[config.mk]
export PLATFORM = sky130hd
export DESIGN_NAME = mpbm_ram
export DESIGN_NICKNAME = d
export VERILOG_FILES = /design/src/rtl/core/assert_macros.svh /design/src/rtl/core/mpbm_ram.sv
export SDC_FILE = /design/constraint.sdc
export NUM_CORES = 2
export LEC_CHECK = 0
export ABC_AREA = 1
export BUFFER_PORTS_ARGS = -buffer_cell sky130_fd_sc_hd__buf_4
export CORE_UTILIZATION = 60
export DETAILED_ROUTE_END_ITERATION = 10
export PLACE_DENSITY = 0.83
export SLEW_MARGIN = 5
export SYNTH_ARGS = -nofsm -noshare
export SYNTH_HDL_FRONTEND = slang
export SYNTH_SLANG_ARGS = --single-unit
[constraint.sdc]
create_clock -name clk -period 3.3 [get_ports clk]
set_clock_uncertainty 0.2 [all_clocks]
set_input_delay 0.99 -clock clk [delete_from_list [all_inputs] [get_ports clk]]
set_output_delay 0.99 -clock clk [all_outputs]
set_load 0.02 [all_outputs]
[src/rtl/core/assert_macros.svh]
// ----------------------------------------------------------------------------
// assertion macros
// shared concurrent assertion forms, clocked on clk and held off in reset
// ----------------------------------------------------------------------------
`ifndef ASSERT_MACROS_SVH
`define ASSERT_MACROS_SVH

// property must hold at every edge outside reset
`define MPBM_ASSERT(lbl, prop) \
  lbl: assert property (@(posedge clk) disable iff (!rst_n) prop) \
    else $error("assertion failed");

// expression must never be true outside reset
`define MPBM_NEVER(lbl, expr) \
  lbl: assert property (@(posedge clk) disable iff (!rst_n) !(expr)) \
    else $error("forbidden condition seen");

`endif

[src/rtl/core/mpbm_ram.sv]
// ----------------------------------------------------------------------------
// mpbm_ram
// generic single write port ram with one registered read port
// ----------------------------------------------------------------------------
module mpbm_ram #(
  parameter int WIDTH = 8,
  parameter int DEPTH = 256
) (
  input  logic                     clk,
  input  logic                     we,
  input  logic [$clog2(DEPTH)-1:0] waddr,
  input  logic [WIDTH-1:0]         wdata,
  input  logic [$clog2(DEPTH)-1:0] raddr,
  output logic [WIDTH-1:0]         rdata
);

  logic [WIDTH-1:0] mem [DEPTH];

  // write port
  always_ff @(posedge clk) begin
    if (we) begin
      mem[waddr] <= wdata;
    end
  end

  // registered read
  always_ff @(posedge clk) begin
    rdata <= mem[raddr];
  end

endmodule

==> metrics.yaml <==
syn_to_final_growth_pct: 14.3
drt_wl_total_mm: 229
vias: 58900
postPlaceCellArea_um2: 89200
antenna_left: 0
nFillCells: 8556
netSwitchingPower_mw: 12.1
dieArea_um2: 140000
synth_edf_count: 2048
critPathMaxFanout: 1
cts_setup_buffers: 0
routed_via_density: 6.36
synth_most_common_cell: "nand2_1"
hold_class: "in -> reg"
cts_tree: "built"
yosysUniqueCellTypes: 14
p_leak_nw: 34.1
drc_errors: 0
cp_slowest_stage_delay_ns: 0.60
wire_per_inst_um: 24.7
cp_slowest_cell: "dfxtp_1"
maxSlewViolCount: 0
grt_max_degree: 121
yosys.area.top_type: "edfxtp_1"
finalCritPeriodShare: 0.865
yosys-top-cells-area: "edfxtp_1, nand3_1, nand2_1"
grtUsageMet2: 0.506
final_nets: 7335
crit_required_ns: 2.11
synth_area_per_cell_um2: 11.9
end_kind: "output port"
antenna_found_initial: 4
drive_gt1_frac: 0.116
yosys_most_used_dff: "edfxtp_1"
die_width_um: 375
vdd_drop_max_v: 0.000645
cap_viol_max_count: 0
powerDensity_nw_per_um2: 569
holdBufCountCts: 0
cts_buffer_depth: 3
synthArstFlopShare: 0
clk_latency_ns: 0.84
place_ws_ns: -0.151
worst_slack_ns: 0.444
die_height_um: 375
ys_seq_area_frac: 0.739
clk_pin_slew_ns: 0.06
swShare: 0.223
grtUsageMet3: 0.0864
port_buffers: 33
grt-ovfl-total: 0
io_pins: 34
crit_buf_inv: 1
htree_levels: 4
root_buffer: "clkbuf_16"
worstPathCellList: "buf_4"
clkPwrFrac: 0.401
tightest_slew_ns: 0.797
rsz0062_at_grt: "false"
drt_iter0_drc: 9609
pwr-share-seq: 0.532
grt_pass1_wl_mm: 344
setup_viol: 0
syn_area_um2: 83400
finalCriticalPeriod_ns: 2.86
final_cell_area_um2: 95300
synth_cells: 7003
dp_hpwl_mm: 141
hold_viol_final: 0
grt_usage: 0.326
rrSetupSlack_ns: 1.12
synth_common_cells: "nand2_1, edfxtp_1, nand3_1, nor2_1, buf_2"
stdcell_count: 9269
numCtsBuffers: 189
synthDominantCellAreaShare: 0.737
cts_sinks: 2056
core_area_um2: 138000
start_util: 0.606
ys_ff_latch: 2056
combPwrFrac: 0.067
dr.pass1.iters: 7
cp_top_family: "flip-flops"
fmax_mhz: 350
met1_usage: 0.430
crit_arrival_ns: 1.67
rows: 136
syn_nets: 7029
slew-limit-headroom: 0.469
gp_congestion: 0.938
grt-busiest-layer: "met2"
outcome: "finished, final reports clean"
ctsResizeCount: 0
ys_warn_count: 0
critical_path_class: "reg -> out"
grt_pass1_vias: 57600
start_kind: "flop"
internal-power_mw: 42.1
dpl.cell_count: 8912
## path summary, 6_finish.rpt
kind                            cells after the start             startpoint          endpoint
worst max-delay path                                1       rdata[7]$_DFF_P_          rdata[7]
worst min-delay path                                3               raddr[7]  rdata[0]$_DFF_P_
worst max register to register                     10  mem[131][5]$_DFFE_PP_  rdata[5]$_DFF_P_
worst min register to register                     10  mem[238][5]$_DFFE_PP_  rdata[5]$_DFF_P_
## cell type report
| cell class | count | area [um2] | share of cell area |
|---|---|---|---|
| clock inverter | 118 | 1150 | 0.0121 |
| inverter | 39 | 180 | 0.00189 |
| timing repair buffer | 598 | 5960 | 0.0625 |
| sequential | 2056 | 61700 | 0.647 |
| antenna | 4 | 10.0 | 0.000105 |
| tap | 1794 | 2240 | 0.0235 |
| multi-input combinational | 4425 | 19100 | 0.201 |
| clock buffer | 235 | 4980 | 0.0523 |
## routing by layer
layer | share of wire | vias to the layer above
li1 | - | 25500
met1 | 0.35 | 28100
met2 | 0.46 | 4527
met3 | 0.14 | 782
met4 | 0.052 | 6
met5 | 0.00018 | -
## per-stage QoR
| stage | setup TNS [ns] | hold slack [ns] | total power, mW | util |
|---|---|---|---|---|
| floorplan | 0 | 0.635 | 31.1 | - |
| global placement | -0.317 | 0.785 | 32.8 | 0.648 |
| detailed placement | -0.423 | 0.801 | 32.9 | 0.648 |
| CTS | 0 | 0.294 | 54.1 | 0.692 |
| global route | 0 | 0.339 | 55.4 | 0.692 |
| finish | 0 | 0.347 | 54.2 | 0.692 |
## cells by family (layout without fill, tap and decap cells)
family / after synthesis / count (layout) / share of synthesized area
and+or+nand+nor: 4425 / 4425 / 0.229
DFF: 2056 / 2056 / 0.739
other: 0 / 4 / 0
buffers and inverters: 522 / 990 / 0.0312
## power by group through the flow
stage               sequential [mW]  clock (mW)  combinational (mW)
floorplan                      29.4           0                1.78
global placement               29.4           0                3.41
detailed placement             29.4           0                3.50
CTS                            28.8        21.8                3.54
global route                   28.8        22.7                3.84
finish                         28.8        21.7                3.65
## sequential cells by signal (all words and copies together) (netlist names)
name / cells
mem: 2048
rdata: 8
## placed cells by master (no fill, tap or decap), types with 2 or more instances in the layout
master | Yosys | final
edfxtp_1 | 2048 | 2048
inv_8 | 0 | 2
nor2_1 | 283 | 283
clkbuf_1 | 112 | 40
clkinv_2 | 0 | 33
nand3_1 | 2019 | 2019
clkinvlp_4 | 0 | 2
inv_16 | 0 | 2
clkbuf_16 | 0 | 191
buf_8 | 1 | 11
buf_12 | 0 | 111
clkinv_8 | 0 | 8
buf_4 | 46 | 476
inv_6 | 0 | 3
clkinv_1 | 0 | 50
inv_1 | 36 | 34
bufinv_16 | 0 | 20
clkbuf_8 | 0 | 4
nand2_1 | 2123 | 2123
diode_2 | 0 | 4
dfxtp_1 | 8 | 8
Note: power is estimated with default switching activity, not from simulation.
